### src/rtl/pcbe_pkg.sv
// Shared constants, types and helpers for the phase coding bin embedder.
// No dependencies; every other file imports this package.
`default_nettype none

package pcbe_pkg;

    // Phase format: pi is 3072 units, 13-bit signed two's complement.
    localparam int unsigned PHASE_W      = 13;
    localparam int unsigned PI_UNITS     = 3072;
    localparam int unsigned TWO_PI_UNITS = 2 * PI_UNITS;

    // Configuration port.
    localparam int unsigned CFG_W     = 11;
    localparam int unsigned CFG_IDX_W = 2;
    localparam logic [CFG_IDX_W-1:0] REG_FIRST_BIN = 2'd0;
    localparam logic [CFG_IDX_W-1:0] REG_END_BIN   = 2'd1;
    localparam logic [CFG_W-1:0] FIRST_BIN_RST = 11'd23;
    localparam logic [CFG_W-1:0] END_BIN_RST   = 11'd186;

    // Parameter defaults and the widest values their ranges allow.
    localparam int unsigned FRAME_BINS_DEF = 1024;
    localparam int unsigned STEPS_DEF      = 12;
    localparam int unsigned POS_MAX_W      = 13;   // frame of up to 8192 bins
    localparam int unsigned CMP_W          = 14;   // bin compares, first_bin + count

    // Quotient of |phase| by the step: at most 4096 / 48 at the finest step.
    localparam int unsigned Q_CNT_W  = 7;
    localparam int unsigned RECIP_SH = 24;
    localparam int unsigned RECIP_W  = 25;

    // Wide working width for phase sums before wrapping.
    localparam int unsigned WORK_W = 16;

    localparam int unsigned QUEUE_DEPTH = 2;

    typedef enum logic [1:0] {
        OP_PASS,
        OP_QUANT,
        OP_TRACK
    } t_op;

    typedef struct packed {
        t_op                         op;
        logic signed [PHASE_W-1:0]   phase;
        logic                        data_bit;
        logic [Q_CNT_W-1:0]          quot;
        logic                        taken;
        logic                        last;
        logic [POS_MAX_W-1:0]        pos;
    } t_job;

    // One wrap step into [-pi, pi].
    function automatic logic signed [WORK_W-1:0] wrap_step(input logic signed [WORK_W-1:0] x);
        logic signed [WORK_W-1:0] r;
        r = x;
        if (x > $signed(WORK_W'(PI_UNITS))) begin
            r = x - $signed(WORK_W'(TWO_PI_UNITS));
        end else if (x < -$signed(WORK_W'(PI_UNITS))) begin
            r = x + $signed(WORK_W'(TWO_PI_UNITS));
        end
        return r;
    endfunction

endpackage

`default_nettype wire

### src/rtl/pcbe_queue.sv
// Short job queue between front and back ends.
// Depends on pcbe_pkg.
`default_nettype none

module pcbe_queue import pcbe_pkg::*; (
    input  logic i_clk,
    input  logic i_rst_n,
    input  logic i_push,
    input  t_job i_push_job,
    output logic o_full,
    input  logic i_pop,
    output t_job o_pop_job,
    output logic o_empty
);

    localparam int unsigned DEPTH = QUEUE_DEPTH;
    localparam int unsigned PTR_W = $clog2(DEPTH);
    localparam int unsigned CNT_W = $clog2(DEPTH + 1);
    localparam logic [PTR_W-1:0] LAST_PTR = PTR_W'(DEPTH - 1);

    t_job             r_slot [DEPTH];
    logic [PTR_W-1:0] r_wr_ptr;
    logic [PTR_W-1:0] r_rd_ptr;
    logic [CNT_W-1:0] r_count;

    assign o_full    = (r_count == CNT_W'(DEPTH));
    assign o_empty   = (r_count == '0);
    assign o_pop_job = r_slot[r_rd_ptr];

    always_ff @(posedge i_clk) begin
        if (!i_rst_n) begin
            r_wr_ptr <= '0;
            r_rd_ptr <= '0;
            r_count  <= '0;
        end else begin
            if (i_push) begin
                r_wr_ptr <= (r_wr_ptr == LAST_PTR) ? '0 : r_wr_ptr + 1'b1;
            end
            if (i_pop) begin
                r_rd_ptr <= (r_rd_ptr == LAST_PTR) ? '0 : r_rd_ptr + 1'b1;
            end
            if (i_push && !i_pop) begin
                r_count <= r_count + 1'b1;
            end else if (i_pop && !i_push) begin
                r_count <= r_count - 1'b1;
            end
        end
    end

    always_ff @(posedge i_clk) begin
        if (i_push) begin
            r_slot[r_wr_ptr] <= i_push_job;
        end
    end

endmodule

`default_nettype wire

### config.mk
export PLATFORM = sky130hd
export DESIGN_NAME = pcbe_queue
export DESIGN_NICKNAME = d
export VERILOG_FILES = /design/src/rtl/pcbe_pkg.sv /design/src/rtl/pcbe_queue.sv
export SDC_FILE = /design/constraint.sdc
export NUM_CORES = 1
export LEC_CHECK = 0
export BUFFER_PORTS_ARGS = -buffer_cell sky130_fd_sc_hd__buf_2
export CAP_MARGIN = 25
export CORE_MARGIN = 2
export CORE_UTILIZATION = 51
export DETAILED_ROUTE_END_ITERATION = 8
export PLACE_DENSITY = 0.78
export SLEW_MARGIN = 30
export SYNTH_ARGS = -nofsm -noshare
export SYNTH_HDL_FRONTEND = slang
export SYNTH_SLANG_ARGS = --single-unit
export TNS_END_PERCENT = 5
### constraint.sdc
create_clock -name i_clk -period 3.4 [get_ports i_clk]
set_input_delay 0 -clock i_clk [delete_from_list [all_inputs] [get_ports i_clk]]
set_output_delay 0 -clock i_clk [all_outputs]
set_load 0.1 [all_outputs]
== After elaboration in Yosys (flattened, before gate mapping) ==
Memories as Yosys holds them, arrays and structs flattened. A register that Yosys moved wholly into a read port is not among the register bits.
Index checks and enable logic that the tools add are counted.
W data, S select, Z words.
Operators by class
  reduce and logical (&&, ||, !) cells: 6
  equality and inequality tests: 1
  $add $sub $neg: 4
  muxes and demuxes: 8
Operators with widths (count)
  $mux W1: 6
  $mux W2: 2
  $add A1 B1 Y1 const B: 2
  $add A2 B1 Y2 const B: 1
  $eq A2 B2 Y1 const B: 1
  $logic_and A1 B1 Y1: 2
  $logic_not A1 Y1: 2
  $logic_not A2 Y1: 1
  $reduce_bool A2 Y1: 1
  $sub A2 B1 Y2 const B: 1
Word-level totals
  memories: 1
  output and inout port bits: 40
  RAM bits: 76
  input bits: 42
  logic and storage cells: 23
  flip-flop bits (word level): 4
Memory list
  r_slot: words 2, bits a word 38, rd ports 1, clocked after memory_dff 1, write ports 1, RTL line pcbe_queue.sv:21  | t_job r_slot [DEPTH];

== Longest topological paths before layout ==
  depth in word-level cells: 4
  depth in mapped cells: 5
  mapped depth without buffers: 5

== Worst setup path before layout ==
Ideal clock, no wire load.
  kind: reg-to-reg
  start point: reg r_wr_ptr
  end point: mem r_slot[0][0] in the netlist's numbering, enable pin
  cell stages (with the launch flop): 2
  required time: 2.961 ns
  path slack: 0.923 ns
  clock period less this slack: 2.477 ns
  setup time: 0.439 ns
  arrival time: 2.038 ns
  path buffers: 0
  path through: dfxtp_1 -> nor2b_1
RTL lines
  start: declaration: RTL line pcbe_queue.sv:22  | logic [PTR_W-1:0] r_wr_ptr;
  start signal: assignment: RTL line pcbe_queue.sv:37  | r_wr_ptr <= (r_wr_ptr == LAST_PTR) ? '0 : r_wr_ptr + 1'b1;
  end: declaration: RTL line pcbe_queue.sv:21
No word-level cell before the write port.

==> flow_results.xml <==
<?xml version="1.0" encoding="UTF-8"?>
<metrics>
  <group name="synthesis">
    <metric name="synth_xor_area_share" unit="%">0.886</metric>
    <metric name="synth_top_area_share" unit="%">77.0</metric>
    <metric name="largest_family_of_logic_cells_by_synthesized_area" unit="">multiplexers</metric>
    <metric name="post_synth_instance_area" unit="µm²">2960</metric>
    <metric name="synth_top_cell_by_area" unit="">sky130_fd_sc_hd__edfxtp_1</metric>
    <metric name="synthCells" unit="">140</metric>
    <metric name="post_synth_main_area_contributors" unit="">sky130_fd_sc_hd__edfxtp_1 (77%), sky130_fd_sc_hd__mux2_2 (14%), sky130_fd_sc_hd__dfxtp_1 (3.4%), sky130_fd_sc_hd__and2_1 (0.84%), sky130_fd_sc_hd__buf_6 (0.76%)</metric>
    <metric name="ys_seq_elements" unit="">81</metric>
    <metric name="synth_simple_gate_area_share" unit="%">1.90</metric>
    <metric name="synthMuxAreaShare" unit="%">14.4</metric>
    <metric name="synthesis.yosys.warnings" unit="">0</metric>
    <metric name="yosys.area_share.adder" unit="%">0.422</metric>
    <metric name="synth_compound_area_share" unit="%">0.675</metric>
    <metric name="syn_nets" unit="">183</metric>
    <metric name="synth_area_per_cell" unit="µm²">21.2</metric>
    <metric name="synthDistinctLibCells" unit="">18</metric>
    <metric name="sequential_to_total_area_share_from_yosys_stat" unit="%">80.4</metric>
  </group>
  <group name="critical_path">
    <metric name="worst_r2r_endpoint" unit="">r_slot[1][12]</metric>
    <metric name="critical_path.max_stage_delay" unit="ns">0.93</metric>
    <metric name="critPathSlowestCell" unit="">sky130_fd_sc_hd__dfxtp_2</metric>
    <metric name="timing.reg2reg.setup_slack" unit="ns">1.85</metric>
    <metric name="critPathCaptureType" unit="">primary output</metric>
    <metric name="cp-start-kind" unit="">flip-flop</metric>
    <metric name="timing.critical_path.required" unit="ns">3.40</metric>
    <metric name="r2r.worst_path.cells" unit="">1</metric>
    <metric name="crit_path_arrival_time" unit="ns">2.03</metric>
    <metric name="regToRegStartpoint" unit="">r_wr_ptr</metric>
    <metric name="cell_chain_critical_path" unit="">mux2_2 &gt; buf_2</metric>
    <metric name="worst-path-max-fanout" unit="">38</metric>
    <metric name="critical_path_class" unit="">reg2out</metric>
  </group>
  <group name="route">
    <metric name="drt_initial_violations" unit="">88</metric>
    <metric name="firstDrtPassIters" unit="">4</metric>
    <metric name="routed_wire_length_per_instance" unit="µm">15.6</metric>
    <metric name="postRouteAntennaNets" unit="">0</metric>
    <metric name="drc" unit="">0</metric>
    <metric name="route.detailed.vias_per_inst" unit="">4.84</metric>
    <metric name="vias" unit="">1675</metric>
    <metric name="finalWirelength" unit="µm">5400</metric>
  </group>
  <group name="die">
    <metric name="floorplan.die_area" unit="µm²">6440</metric>
    <metric name="core_area" unit="µm²">5570</metric>
    <metric name="floorplan.die.height" unit="µm">80.2</metric>
    <metric name="num_rows" unit="">27</metric>
    <metric name="die_width" unit="µm">80.2</metric>
    <metric name="design.portCount" unit="">82</metric>
    <metric name="effective_utilization_at_floorplan" unit="%">53.2</metric>
  </group>
  <group name="min_path">
    <metric name="worstHoldEndpoint" unit="">r_wr_ptr</metric>
    <metric name="holdCritStartpoint" unit="">i_push</metric>
    <metric name="whs_path_depth" unit="">3</metric>
    <metric name="timing.hold.worst.class" unit="">in2reg</metric>
  </group>
  <group name="timing">
    <metric name="finalHoldViolCount" unit="">0</metric>
    <metric name="finalSetupTns" unit="ns">0</metric>
    <metric name="setup-violations-final" unit="">0</metric>
    <metric name="final-max-slew-violation-count" unit="">0</metric>
    <metric name="layout_min_cycle_time" unit="ns">2.03</metric>
    <metric name="grt_setup_unrepaired" unit="">false</metric>
    <metric name="achievable-frequency" unit="MHz">493</metric>
    <metric name="timing_worst_slew_pin_value" unit="ns">0.912</metric>
    <metric name="worst_slew_margin_rel" unit="%">39.2</metric>
    <metric name="post-route-period-util" unit="%">59.6</metric>
    <metric name="final.hold.worst_slack" unit="ns">0.0407</metric>
    <metric name="skew" unit="ns">0.00530</metric>
  </group>
  <group name="clock_tree">
    <metric name="h-tree-depth" unit="">3</metric>
    <metric name="cts_tree" unit="">done</metric>
    <metric name="cts-resized-gates" unit="">0</metric>
    <metric name="number_of_sinks_handled_by_clock_tree_synthesis" unit="">81</metric>
    <metric name="root_buffer" unit="">sky130_fd_sc_hd__clkbuf_8</metric>
    <metric name="cts.hold.buffers_added" unit="">40</metric>
    <metric name="worst_setup_hold_path_clk_slew" unit="ns">0.07</metric>
    <metric name="setup_bufs_post_cts" unit="">0</metric>
    <metric name="clock_path_buffers" unit="">2</metric>
    <metric name="tritoncts.num_buffers" unit="">9</metric>
    <metric name="clock_insertion_delay_worst_skew" unit="ns">0.34</metric>
  </group>
  <group name="cells_and_area">
    <metric name="area_growth_syn_to_layout" unit="%">36.3</metric>
    <metric name="antenna_cells_inserted" unit="">0</metric>
    <metric name="post-route-cell-area" unit="µm²">4040</metric>
    <metric name="fillCellCount" unit="">368</metric>
    <metric name="layout.nets" unit="">312</metric>
    <metric name="post_route_cells_drive_above_1_share" unit="%">49.3</metric>
    <metric name="layout.cells.non_filler" unit="">346</metric>
  </group>
  <group name="global_routing">
    <metric name="global_route.usage.total" unit="%">17.4</metric>
    <metric name="globalRouteOverflowTotal" unit="">0</metric>
    <metric name="grt_pass1_wl" unit="µm">8070</metric>
    <metric name="grt_util_met3" unit="%">2.81</metric>
    <metric name="globalRoute.busiestLayer" unit="">met2</metric>
    <metric name="grt_pass1_vias" unit="">1678</metric>
    <metric name="antenna_violations_before_repair" unit="">0</metric>
    <metric name="grt_use_met2" unit="%">30.5</metric>
    <metric name="grt.met1_usage" unit="%">20.2</metric>
    <metric name="grt_start_max_net_pins" unit="">39</metric>
  </group>
  <group name="placement">
    <metric name="postPlaceCellArea" unit="µm²">3460</metric>
    <metric name="place.detailed.hpwl" unit="µm">3170</metric>
    <metric name="placed_cells_incl_taps" unit="">290</metric>
    <metric name="placement.io_buffers" unit="">81</metric>
    <metric name="gpl.final_weighted_congestion" unit="">0.677</metric>
  </group>
  <group name="run_status">
    <metric name="run_status" unit="">finished, final reports clean</metric>
  </group>
  <group name="pwr">
    <metric name="power_density_relative_to_cell_area" unit="nW/µm²">598</metric>
    <metric name="power.static_leakage" unit="µW">0.00155</metric>
    <metric name="ir_drop" unit="µV">320</metric>
    <metric name="final_total_pwr" unit="µW">2420</metric>
  </group>
  <group name="job">
    <metric name="cap_viol_max_count" unit="">0</metric>
  </group>
</metrics>
[routing by layer]
layer,share of wire (%),up-vias
li1,-,800
met4,2.2,0
met3,4.1,10
met2,52,51
met1,41,814
met5,0,-
[worst max path at each step]
stage	cells past startpoint	endpoint	slack [ns]	start
2_1_floorplan	1	r_slot[0][0]	0.92	r_wr_ptr
3_3_place_gp	2	o_pop_job[29]	1.71	flip-flop
3_5_place_dp	2	o_pop_job[35]	1.70	flip-flop
4_1_cts	2	o_pop_job[21]	1.33	flip-flop
5_1_grt	2	o_pop_job[29]	1.27	flip-flop
6_report	2	o_pop_job[15]	1.37	flip-flop
[synthesized netlist by cell type]
library cell	instances
sky130_fd_sc_hd__a21boi_1	1
sky130_fd_sc_hd__and2_1	4
sky130_fd_sc_hd__and2b_2	1
sky130_fd_sc_hd__buf_2	1
sky130_fd_sc_hd__buf_4	1
sky130_fd_sc_hd__buf_6	2
sky130_fd_sc_hd__dfxtp_1	5
sky130_fd_sc_hd__edfxtp_1	76
sky130_fd_sc_hd__ha_1	1
sky130_fd_sc_hd__inv_1	1
sky130_fd_sc_hd__mux2_2	38
sky130_fd_sc_hd__nor2_1	1
sky130_fd_sc_hd__nor2b_1	2
sky130_fd_sc_hd__o21a_1	1
sky130_fd_sc_hd__o21ai_0	1
sky130_fd_sc_hd__or3_1	1
sky130_fd_sc_hd__xnor2_1	1
sky130_fd_sc_hd__xor2_1	2
[placed cells by master (no fill, tap or decap)]
cell,count
sky130_fd_sc_hd__buf_2,81
sky130_fd_sc_hd__edfxtp_1,76
sky130_fd_sc_hd__dlygate4sd3_1,40
sky130_fd_sc_hd__mux2_2,38
sky130_fd_sc_hd__clkbuf_8,9
sky130_fd_sc_hd__dfxtp_1,4
sky130_fd_sc_hd__and2_1,3
sky130_fd_sc_hd__clkinv_1,3
sky130_fd_sc_hd__xor2_1,2
sky130_fd_sc_hd__clkbuf_1,2
sky130_fd_sc_hd__inv_1,1
sky130_fd_sc_hd__nor2_1,1
sky130_fd_sc_hd__and2b_2,1
sky130_fd_sc_hd__and2_2,1
sky130_fd_sc_hd__nor2b_4,1
sky130_fd_sc_hd__xnor2_1,1
sky130_fd_sc_hd__nor2b_1,1
sky130_fd_sc_hd__o21a_1,1
sky130_fd_sc_hd__o21ai_0,1
sky130_fd_sc_hd__or3_1,1
sky130_fd_sc_hd__a21boi_1,1
sky130_fd_sc_hd__ha_1,1
sky130_fd_sc_hd__dfxtp_2,1
sky130_fd_sc_hd__bufinv_16,1
sky130_fd_sc_hd__clkinv_2,1
sky130_fd_sc_hd__buf_16,1
[power by group]
group / leakage [µW] / switching, µW / internal [µW]
combinational: 0.000704 / 453 / 143
sequential: 0.000755 / 32.8 / 1150
clock: 0.0000898 / 308 / 331
total: 0.00155 / 793 / 1620
[metrics by stage]
stage / worst slack (ns) / utilization (%)
floorplan: 0.923 / -
global placement: 1.71 / 61.6
detailed placement: 1.70 / 62.1
CTS: 1.33 / 72.5
global route: 1.27 / 72.5
finish: 1.37 / 72.5
[logic make-up (layout without fill, tap and decap cells)]
family,Yosys count,in the layout
AO/OA/AOI/OAI,3,3
XOR/XNOR,3,3
adder cells (fa/ha/maj),1,1
buffers and inverters,5,139
flip-flops,81,81
multiplexers,38,38
AND/OR/NAND/NOR,9,9
[layout make-up]
cell class,count,area [µm²],area share [%]
Clock buffer,11,131,3.25
Clock inverter,5,46.3,1.15
Inverter,1,3.75,0.0929
Multi-Input combinational cell,54,552,13.7
Sequential cell,81,2380,59.0
Tap cell,72,90.1,2.23
Timing Repair Buffer,122,833,20.6
[state kept, by name (all words and copies together) (netlist names), named ones only]
signal    count
r_rd_ptr      1
r_wr_ptr      1
r_slot       76
r_count       2
[critical path, delay by kind of cell (launching register included)]
family                 cells  cell delay [ns]
buffers and inverters      1             0.43
flip-flops                 1             0.93
multiplexers               1             0.32
Power figures use the tool's default switching activity.
